==> config.mk <==
export PLATFORM = sky130hd
export DESIGN_NAME = ws2812_pixel_serializer
export DESIGN_NICKNAME = d
export VERILOG_FILES = /design/src/sv/wps_pkg.sv /design/src/sv/wps_tick_queue.sv /design/src/sv/wps_bit_engine.sv /design/src/sv/ws2812_pixel_serializer.sv
export SDC_FILE = /design/constraint.sdc
export NUM_CORES = 1
export LEC_CHECK = 0
export ABC_AREA = 1
export BUFFER_PORTS_ARGS = -buffer_cell sky130_fd_sc_hd__buf_2
export CAP_MARGIN = 20
export CORE_UTILIZATION = 55
export DETAILED_ROUTE_END_ITERATION = 10
export PLACE_DENSITY = 0.76
export SLEW_MARGIN = 20
export SYNTH_ARGS = -nofsm -noshare
export SYNTH_HDL_FRONTEND = slang
export SYNTH_SLANG_ARGS = --single-unit
==> constraint.sdc <==
create_clock -name i_clk -period 2.1 [get_ports i_clk]
set_input_delay 0.315 -clock i_clk [delete_from_list [all_inputs] [get_ports i_clk]]
set_output_delay 0.315 -clock i_clk [all_outputs]
set_load 0.01 [all_outputs]
==> src/sv/wps_pkg.sv <==
// shared types, register codes and defaults for the ws2812 pixel serializer
`default_nettype none
package wps_pkg;

    localparam int PIXEL_BITS      = 24;
    localparam int BITS_LEFT_W     = 5;
    localparam int CFG_INDEX_W     = 3;
    localparam int CFG_DATA_W      = 16;
    localparam int LED_COUNT_W     = 9;
    localparam int TIMING_MAX_W    = 16;
    localparam int QUEUE_DEPTH     = 2;

    localparam int MAX_LEDS_DEF    = 256;
    localparam int TIMING_BITS_DEF = 16;

    localparam logic [CFG_INDEX_W-1:0] REG_BIT_PERIOD = 3'd0;
    localparam logic [CFG_INDEX_W-1:0] REG_ZERO_HIGH  = 3'd1;
    localparam logic [CFG_INDEX_W-1:0] REG_ONE_HIGH   = 3'd2;
    localparam logic [CFG_INDEX_W-1:0] REG_LED_COUNT  = 3'd3;

    localparam int RST_BIT_PERIOD = 59;
    localparam int RST_ZERO_HIGH  = 17;
    localparam int RST_ONE_HIGH   = 35;
    localparam int RST_LED_COUNT  = 1;

    typedef struct packed {
        logic                  offer;
        logic [PIXEL_BITS-1:0] pixel;
    } t_tick;

    typedef struct packed {
        logic  valid;
        t_tick tick;
    } t_queue_head;

endpackage
`default_nettype wire

==> src/sv/wps_tick_queue.sv <==
// input front end: classifies ticks and holds them in a short queue
`default_nettype none
module wps_tick_queue (
    input  wire logic                 i_clk,
    input  wire logic                 i_rst_n,
    input  wire logic                 i_in_valid,
    output logic                      o_in_stall,
    input  wire logic                 i_pixel_valid,
    input  wire logic [7:0]           i_green,
    input  wire logic [7:0]           i_red,
    input  wire logic [7:0]           i_blue,
    output wps_pkg::t_queue_head      o_head,
    input  wire logic                 i_pop
);

    localparam int PTR_W = $clog2(wps_pkg::QUEUE_DEPTH);
    localparam int CNT_W = $clog2(wps_pkg::QUEUE_DEPTH + 1);

    wps_pkg::t_tick r_mem [wps_pkg::QUEUE_DEPTH];
    logic [PTR_W-1:0] r_wr_ptr;
    logic [PTR_W-1:0] r_rd_ptr;
    logic [CNT_W-1:0] r_count;
    logic             w_push;
    logic             w_pop;
    logic             w_full;
    wps_pkg::t_tick   w_tick;

    assign w_full     = (r_count == CNT_W'(wps_pkg::QUEUE_DEPTH));
    assign o_in_stall = w_full;
    assign w_push     = i_in_valid && !w_full;
    assign w_pop      = i_pop && (r_count != '0);

    assign w_tick.offer = i_pixel_valid;
    assign w_tick.pixel = {i_green, i_red, i_blue};

    assign o_head.valid = (r_count != '0);
    assign o_head.tick  = r_mem[r_rd_ptr];

    always_ff @(posedge i_clk) begin
        if (w_push) begin
            r_mem[r_wr_ptr] <= w_tick;
        end
    end

    always_ff @(posedge i_clk) begin
        if (!i_rst_n) begin
            r_wr_ptr <= '0;
            r_rd_ptr <= '0;
            r_count  <= '0;
        end else begin
            if (w_push) begin
                r_wr_ptr <= (r_wr_ptr == PTR_W'(wps_pkg::QUEUE_DEPTH - 1)) ? '0
                          : r_wr_ptr + 1'b1;
            end
            if (w_pop) begin
                r_rd_ptr <= (r_rd_ptr == PTR_W'(wps_pkg::QUEUE_DEPTH - 1)) ? '0
                          : r_rd_ptr + 1'b1;
            end
            case ({w_push, w_pop})
                2'b10:   r_count <= r_count + 1'b1;
                2'b01:   r_count <= r_count - 1'b1;
                default: r_count <= r_count;
            endcase
        end
    end

    a_count_bound: assert property (@(posedge i_clk) disable iff (!i_rst_n)
        r_count <= CNT_W'(wps_pkg::QUEUE_DEPTH))
        else $error("tick queue count above depth");

    a_full_holds: assert property (@(posedge i_clk) disable iff (!i_rst_n)
        (w_full && !w_pop) |=> w_full)
        else $error("tick queue lost an entry without a pop");

    a_pop_advances: assert property (@(posedge i_clk) disable iff (!i_rst_n)
        (w_pop && !w_push) |=> (r_count == $past(r_count) - 1'b1))
        else $error("tick queue pop did not retire an entry");

endmodule
`default_nettype wire

==> src/sv/wps_bit_engine.sv <==
// back end: holding register, bit shifter, bit timer and result register
`default_nettype none
module wps_bit_engine #(
    parameter int MAX_LEDS    = wps_pkg::MAX_LEDS_DEF,
    parameter int TIMING_BITS = wps_pkg::TIMING_BITS_DEF
) (
    input  wire logic                             i_clk,
    input  wire logic                             i_rst_n,
    input  wire wps_pkg::t_queue_head             i_head,
    output logic                                  o_pop,
    input  wire logic                             i_cfg_valid,
    input  wire logic [wps_pkg::CFG_INDEX_W-1:0]  i_cfg_index,
    input  wire logic [wps_pkg::CFG_DATA_W-1:0]   i_cfg_data,
    output logic                                  o_out_valid,
    input  wire logic                             i_out_stall,
    output logic                                  o_line_level,
    output logic                                  o_ready_res,
    output logic                                  o_pixel_dropped,
    output logic                                  o_frame_done
);

    localparam int TW = (TIMING_BITS < wps_pkg::TIMING_MAX_W) ? TIMING_BITS
                      : wps_pkg::TIMING_MAX_W;
    localparam int SW = $clog2(MAX_LEDS + 1);
    localparam int CW = (SW > wps_pkg::LED_COUNT_W) ? SW : wps_pkg::LED_COUNT_W;
    localparam int PB = wps_pkg::PIXEL_BITS;
    localparam int BW = wps_pkg::BITS_LEFT_W;

    logic [TW-1:0]                   r_period;
    logic [TW-1:0]                   r_zero_high;
    logic [TW-1:0]                   r_one_high;
    logic [wps_pkg::LED_COUNT_W-1:0] r_led_count;

    logic [PB-1:0] r_hold, n_hold;
    logic          r_hold_full, n_hold_full;
    logic [PB-1:0] r_shift, n_shift;
    logic [BW-1:0] r_bits, n_bits;
    logic [TW-1:0] r_cycle, n_cycle;
    logic [SW-1:0] r_sent, n_sent;
    logic          r_sending, n_sending;

    logic          r_out_valid;
    logic          r_line, r_ready, r_dropped, r_done;
    logic          n_line, n_dropped, n_done;

    logic          w_advance;
    logic [TW-1:0] w_high;
    logic [CW-1:0] w_led_ext;
    logic [CW-1:0] w_frame;
    logic [CW-1:0] w_sent_inc;

    assign w_advance = i_head.valid && (!r_out_valid || !i_out_stall);
    assign o_pop     = w_advance;

    assign w_led_ext = CW'(r_led_count);
    always_comb begin
        if (w_led_ext == '0) begin
            w_frame = CW'(1);
        end else if (w_led_ext > CW'(MAX_LEDS)) begin
            w_frame = CW'(MAX_LEDS);
        end else begin
            w_frame = w_led_ext;
        end
    end

    assign w_high     = r_shift[PB-1] ? r_one_high : r_zero_high;
    assign w_sent_inc = CW'(r_sent) + CW'(1);

    always_comb begin
        n_hold      = r_hold;
        n_hold_full = r_hold_full;
        n_shift     = r_shift;
        n_bits      = r_bits;
        n_cycle     = r_cycle;
        n_sent      = r_sent;
        n_sending   = r_sending;
        n_line      = 1'b0;
        n_dropped   = 1'b0;
        n_done      = 1'b0;

        if (r_sending) begin
            n_line = (r_cycle < w_high);
            if (r_cycle >= r_period) begin
                n_cycle = '0;
                n_shift = {r_shift[PB-2:0], 1'b0};
                n_bits  = r_bits - 1'b1;
                if (n_bits == '0) begin
                    n_sending = 1'b0;
                    if (w_sent_inc >= w_frame) begin
                        n_sent = '0;
                        n_done = 1'b1;
                    end else begin
                        n_sent = w_sent_inc[SW-1:0];
                    end
                end
            end else begin
                n_cycle = r_cycle + 1'b1;
            end
        end

        if (!n_sending && r_hold_full) begin
            n_shift     = r_hold;
            n_bits      = BW'(PB);
            n_cycle     = '0;
            n_sending   = 1'b1;
            n_hold_full = 1'b0;
        end

        if (i_head.tick.offer) begin
            if (r_hold_full) begin
                n_dropped = 1'b1;
            end else begin
                n_hold      = i_head.tick.pixel;
                n_hold_full = 1'b1;
            end
        end
    end

    always_ff @(posedge i_clk) begin
        if (!i_rst_n) begin
            r_period    <= TW'(wps_pkg::RST_BIT_PERIOD);
            r_zero_high <= TW'(wps_pkg::RST_ZERO_HIGH);
            r_one_high  <= TW'(wps_pkg::RST_ONE_HIGH);
            r_led_count <= wps_pkg::LED_COUNT_W'(wps_pkg::RST_LED_COUNT);
        end else if (i_cfg_valid) begin
            case (i_cfg_index)
                wps_pkg::REG_BIT_PERIOD: r_period    <= i_cfg_data[TW-1:0];
                wps_pkg::REG_ZERO_HIGH:  r_zero_high <= i_cfg_data[TW-1:0];
                wps_pkg::REG_ONE_HIGH:   r_one_high  <= i_cfg_data[TW-1:0];
                wps_pkg::REG_LED_COUNT:
                    r_led_count <= i_cfg_data[wps_pkg::LED_COUNT_W-1:0];
                default: ;
            endcase
        end
    end

    always_ff @(posedge i_clk) begin
        if (!i_rst_n) begin
            r_hold      <= '0;
            r_hold_full <= 1'b0;
            r_shift     <= '0;
            r_bits      <= '0;
            r_cycle     <= '0;
            r_sent      <= '0;
            r_sending   <= 1'b0;
            r_out_valid <= 1'b0;
        end else begin
            if (w_advance) begin
                r_hold      <= n_hold;
                r_hold_full <= n_hold_full;
                r_shift     <= n_shift;
                r_bits      <= n_bits;
                r_cycle     <= n_cycle;
                r_sent      <= n_sent;
                r_sending   <= n_sending;
                r_out_valid <= 1'b1;
            end else if (!i_out_stall) begin
                r_out_valid <= 1'b0;
            end
        end
    end

    always_ff @(posedge i_clk) begin
        if (w_advance) begin
            r_line    <= n_line;
            r_ready   <= !r_hold_full;
            r_dropped <= n_dropped;
            r_done    <= n_done;
        end
    end

    assign o_out_valid     = r_out_valid;
    assign o_line_level    = r_line;
    assign o_ready_res     = r_ready;
    assign o_pixel_dropped = r_dropped;
    assign o_frame_done    = r_done;

    a_sending_bits: assert property (@(posedge i_clk) disable iff (!i_rst_n)
        r_sending |-> (r_bits != '0))
        else $error("shifter active with no bits left");

    a_idle_timer: assert property (@(posedge i_clk) disable iff (!i_rst_n)
        !r_sending |-> (r_cycle == '0))
        else $error("bit timer running while idle");

    a_sent_bound: assert property (@(posedge i_clk) disable iff (!i_rst_n)
        r_sent < SW'(MAX_LEDS))
        else $error("pixel count beyond frame limit");

    a_result_holds: assert property (@(posedge i_clk) disable iff (!i_rst_n)
        (r_out_valid && i_out_stall) |=> (r_out_valid && $stable(r_line)
            && $stable(r_done) && $stable(r_dropped) && $stable(r_ready)))
        else $error("stalled result changed");

endmodule
`default_nettype wire

==> src/sv/ws2812_pixel_serializer.sv <==
// top level of the ws2812 one-wire pixel serializer
//
//  channel  direction  handshake                 payload
//  in       input      i_in_valid / o_in_stall   i_pixel_valid i_green i_red i_blue
//  out      output     o_out_valid / i_out_stall o_line_level o_ready_res
//                                                o_pixel_dropped o_frame_done
//  cfg      input      i_cfg_valid / o_cfg_ready i_cfg_index i_cfg_data
//
//  one tick transaction in, one result transaction out, one per cycle unless stalled
//  an accepted tick is popped when unstalled; its result is registered as it leaves
//  the single result register sets the latency, no clearing pass after reset
//  synchronous active-low reset empties the queue and restores register defaults
//  a stall on the output backs up the queue, which then stalls the input
`default_nettype none
module ws2812_pixel_serializer #(
    parameter int MAX_LEDS    = wps_pkg::MAX_LEDS_DEF,
    parameter int TIMING_BITS = wps_pkg::TIMING_BITS_DEF
) (
    input  wire logic                             i_clk,
    input  wire logic                             i_rst_n,
    input  wire logic                             i_in_valid,
    output logic                                  o_in_stall,
    input  wire logic                             i_pixel_valid,
    input  wire logic [7:0]                       i_green,
    input  wire logic [7:0]                       i_red,
    input  wire logic [7:0]                       i_blue,
    output logic                                  o_out_valid,
    input  wire logic                             i_out_stall,
    output logic                                  o_line_level,
    output logic                                  o_ready_res,
    output logic                                  o_pixel_dropped,
    output logic                                  o_frame_done,
    input  wire logic                             i_cfg_valid,
    output logic                                  o_cfg_ready,
    input  wire logic [wps_pkg::CFG_INDEX_W-1:0]  i_cfg_index,
    input  wire logic [wps_pkg::CFG_DATA_W-1:0]   i_cfg_data
);

    wps_pkg::t_queue_head w_head;
    logic                 w_pop;

    assign o_cfg_ready = 1'b1;

    wps_tick_queue u_queue (
        .i_clk         (i_clk),
        .i_rst_n       (i_rst_n),
        .i_in_valid    (i_in_valid),
        .o_in_stall    (o_in_stall),
        .i_pixel_valid (i_pixel_valid),
        .i_green       (i_green),
        .i_red         (i_red),
        .i_blue        (i_blue),
        .o_head        (w_head),
        .i_pop         (w_pop)
    );

    wps_bit_engine #(
        .MAX_LEDS    (MAX_LEDS),
        .TIMING_BITS (TIMING_BITS)
    ) u_engine (
        .i_clk           (i_clk),
        .i_rst_n         (i_rst_n),
        .i_head          (w_head),
        .o_pop           (w_pop),
        .i_cfg_valid     (i_cfg_valid && o_cfg_ready),
        .i_cfg_index     (i_cfg_index),
        .i_cfg_data      (i_cfg_data),
        .o_out_valid     (o_out_valid),
        .i_out_stall     (i_out_stall),
        .o_line_level    (o_line_level),
        .o_ready_res     (o_ready_res),
        .o_pixel_dropped (o_pixel_dropped),
        .o_frame_done    (o_frame_done)
    );

endmodule
`default_nettype wire

==> flow_metrics.tcl <==
set metrics [dict create \
    status "finished with violations" \
    violations "negative setup slack" \
    vdd.ir_drop.worst_uv 804 \
    stdcell_area_mm2 0.0109 \
    path_class "flip-flop to flip-flop" \
    synth_area_per_cell_um2 8.30 \
    cts_root_buf "clkbuf_16" \
    clock_skew_ns 0.0119 \
    drv_cap 0 \
    clock.fmax_mhz 419 \
    start_util_pct 56.3 \
    dp_slack_ns -0.226 \
    endpoint_kind "flip-flop" \
    relSlewSlack_pct 46.3 \
    synth-edff-count 54 \
    final_nets 1261 \
    fin_cells 1396 \
    via_per_inst 5.32 \
    p_per_area_mw_per_mm2 958 \
    worstHoldPathType "input port to flip-flop" \
    clk_path_buf_depth 2 \
    worst_pin_slew_ns 0.804 \
    final_core_util_pct 68.1 \
    required_ns 2.40 \
    cts.sink_count 197 \
    ant_nets 0 \
    worstPathMaxFanout 5 \
    p_leak_nw 4.60 \
    syn_area_mm2 0.00898 \
    hold_viol_final 0 \
    critPathLaunchType "flip-flop" \
    arrival_ns 2.69 \
    dp_cells 1351 \
    ys_top_cells_by_area "dfxtp_1 32%, edfxtp_1 18%, a21oi_1 7.1%" \
    timing.final.crit_share_pct 114 \
    io_pins 56 \
    dieArea_mm2 0.0168 \
    routed_wl_um 20500 \
    synthFlopType "dfxtp_1" \
    layout-drive-gt1-share_pct 19.3 \
    wire_per_inst_um 14.7 \
    whs_ns 0.0507 \
    port_buffers 54 \
    die_w_um 130 \
    tns_ns -2.45 \
    core_mm2 0.0159 \
    yosysMostFrequentCell "nand2_1" \
    num_rows 46 \
    max_stage_delay_ns 0.36 \
    fp.dieH_um 130 \
    fin_crit_ns 2.39 \
    gr-total-overflow 0 \
    r2r_slack_ns -0.29 \
    total_power_mw 10.4 \
    drcViolationCount 0 \
    initialDrtViolationCount 610 \
    clk_pin_slew_ns 0.08 \
    vias 7425 \
    insertion_delay_ns 0.45 \
    slew_viol_final 0 \
    cp_cell_sequence "buf_4, nand3_1, nor2_2, nand4_1, xnor2_2, ha_4, nand4_1, nand3b_1, nand4_1, clkinv_2, nand4_1, a21oi_2" \
    synth_cells 1083 \
    ys_async_sr_fraction_pct 0 \
    place_area_mm2 0.00976 \
    finalWorstSetupSlack_ns -0.289 \
    yosysTopAreaCellShare_pct 31.9 \
    yosysTopAreaCell "dfxtp_1" \
    grt_max_degree 50 \
    cts_buffers 17 \
    dpl.hpwl_um 12900 \
    yosysWarnings 0 \
    cts-hold-fix-buffers 0 \
    ys_ff_latch 197 \
    crit_path_top_delay_cell "dfxtp_4" \
    cts_tree "built" \
    grt_pass1_wl_um 32000 \
    h-tree-depth 4 \
    firstDrtPassIters 5 \
    grt_pass1_vias 6845 \
    place_congestion 0.870 \
    setup_viol 10 \
    yosys-top-cells-count "145 x nand2_1, 143 x dfxtp_1, 139 x nor2_1" \
    ys_types 37 \
    diodes 0 \
    rsz0062_at_grt "yes" \
    area_delta_synth_final_pct 20.8 \
    grt_util_all_layers_pct 24.3 \
    synth_nets 1177 \
    yosysSeqAreaShare_pct 49.9 \
    critPathMostFrequentCell "nand4_1" \
    grt_antenna_before_repair 0 \
]
[cell families after synthesis]
kind of cell,Yosys count,synth area share (%)
AOI/OAI and AO/OA,228,13.2
xor gates and xnor gates,21,2.13
adders and majority gates,45,6.27
buffers and inverters,185,8.26
DFF,197,49.9
muxes,16,1.78
other,1,0.0417
and+or+nand+nor,390,18.4
[worst max-delay path: cells and delay by family (launching register included)]
kind	cells	cell delay [ns]
buffers and inverters	2	0.26
XOR/XNOR	1	0.20
flip-flops	1	0.36
adder cells (fa/ha/maj)	1	0.29
AND/OR/NAND/NOR	7	1.06
AO/OA/AOI/OAI	1	0.06
[state kept, by name (all words and copies together) (netlist names), 2 cells and up, named ones only]
name / flops
u_engine.r_bits: 5
u_engine.r_led_count: 9
u_engine.r_shift: 24
u_engine.r_period: 16
u_engine.r_hold: 24
u_queue.r_count: 2
u_engine.r_one_high: 16
u_queue.r_mem: 50
u_engine.r_cycle: 16
u_engine.r_sent: 9
u_engine.r_zero_high: 16
[area by class of cell]
type / count / area [um^2]
inverter: 138 / 524
clock inverter: 15 / 195
clock buffer: 17 / 425
tap: 216 / 270
fill: 1208 / 5090
timing repair buffer: 111 / 830
timing repair inverter: 1 / 5.00
multi-input combinational: 701 / 4100
sequential: 197 / 4500
[where the power goes]
group,internal [mW],switching (mW)
Combinational,0.811,1.50
Sequential,4.43,0.259
Clock,1.66,1.74
[cell usage in the layout, fill, tap and decap left out, drive strengths merged]
cell / Yosys / final
ha: 45 / 45
nor3: 10 / 10
xnor2: 3 / 3
nand2: 150 / 150
o31ai: 1 / 1
inv: 136 / 145
buf: 20 / 108
o21a: 2 / 2
nand4: 18 / 18
conb: 1 / 1
nor2: 141 / 141
clkbuf: 27 / 20
nand3b: 2 / 2
a211oi: 1 / 1
o211ai: 9 / 9
xor2: 18 / 18
clkinv: 2 / 9
a21oi: 128 / 128
nand3: 65 / 65
o21ai: 87 / 87
dfxtp: 143 / 143
mux2i: 16 / 16
edfxtp: 54 / 54
nor4: 3 / 3
nor3b: 1 / 1
[timing repair]
action	CTS	global route
endpoints found under the setup margin	24	53
gates cloned	1	4
resized for setup	20	48
pin swaps	15	21
setup buffers	1	7
[routing by layer]
| layer | track usage, % | wire, um |
|---|---|---|
| met4 | 8.41 | 395 |
| met1 | 32.9 | 9680 |
| met3 | 5.37 | 938 |
| met2 | 38.4 | 9450 |
| met5 | 0 | 0 |
[final timing paths]
| path | end | from | cells past startpoint |
|---|---|---|---|
| worst max-delay path | u_engine.r_sent[6]$_SDFFE_PN0P_ | u_engine.r_sent[0]$_SDFFE_PN0P_ | 12 |
| worst min-delay path | u_queue.r_mem[0][6]$_DFFE_PP_ | i_blue[6] | 1 |
| worst max register to register | u_engine.r_sent[6]$_SDFFE_PN0P_ | u_engine.r_sent[0]$_SDFFE_PN0P_ | 12 |
| worst min register to register | u_engine.r_period[10]$_SDFFE_PN0P_ | u_engine.r_period[10]$_SDFFE_PN0P_ | 2 |
Power figures use the tool's default switching activity.
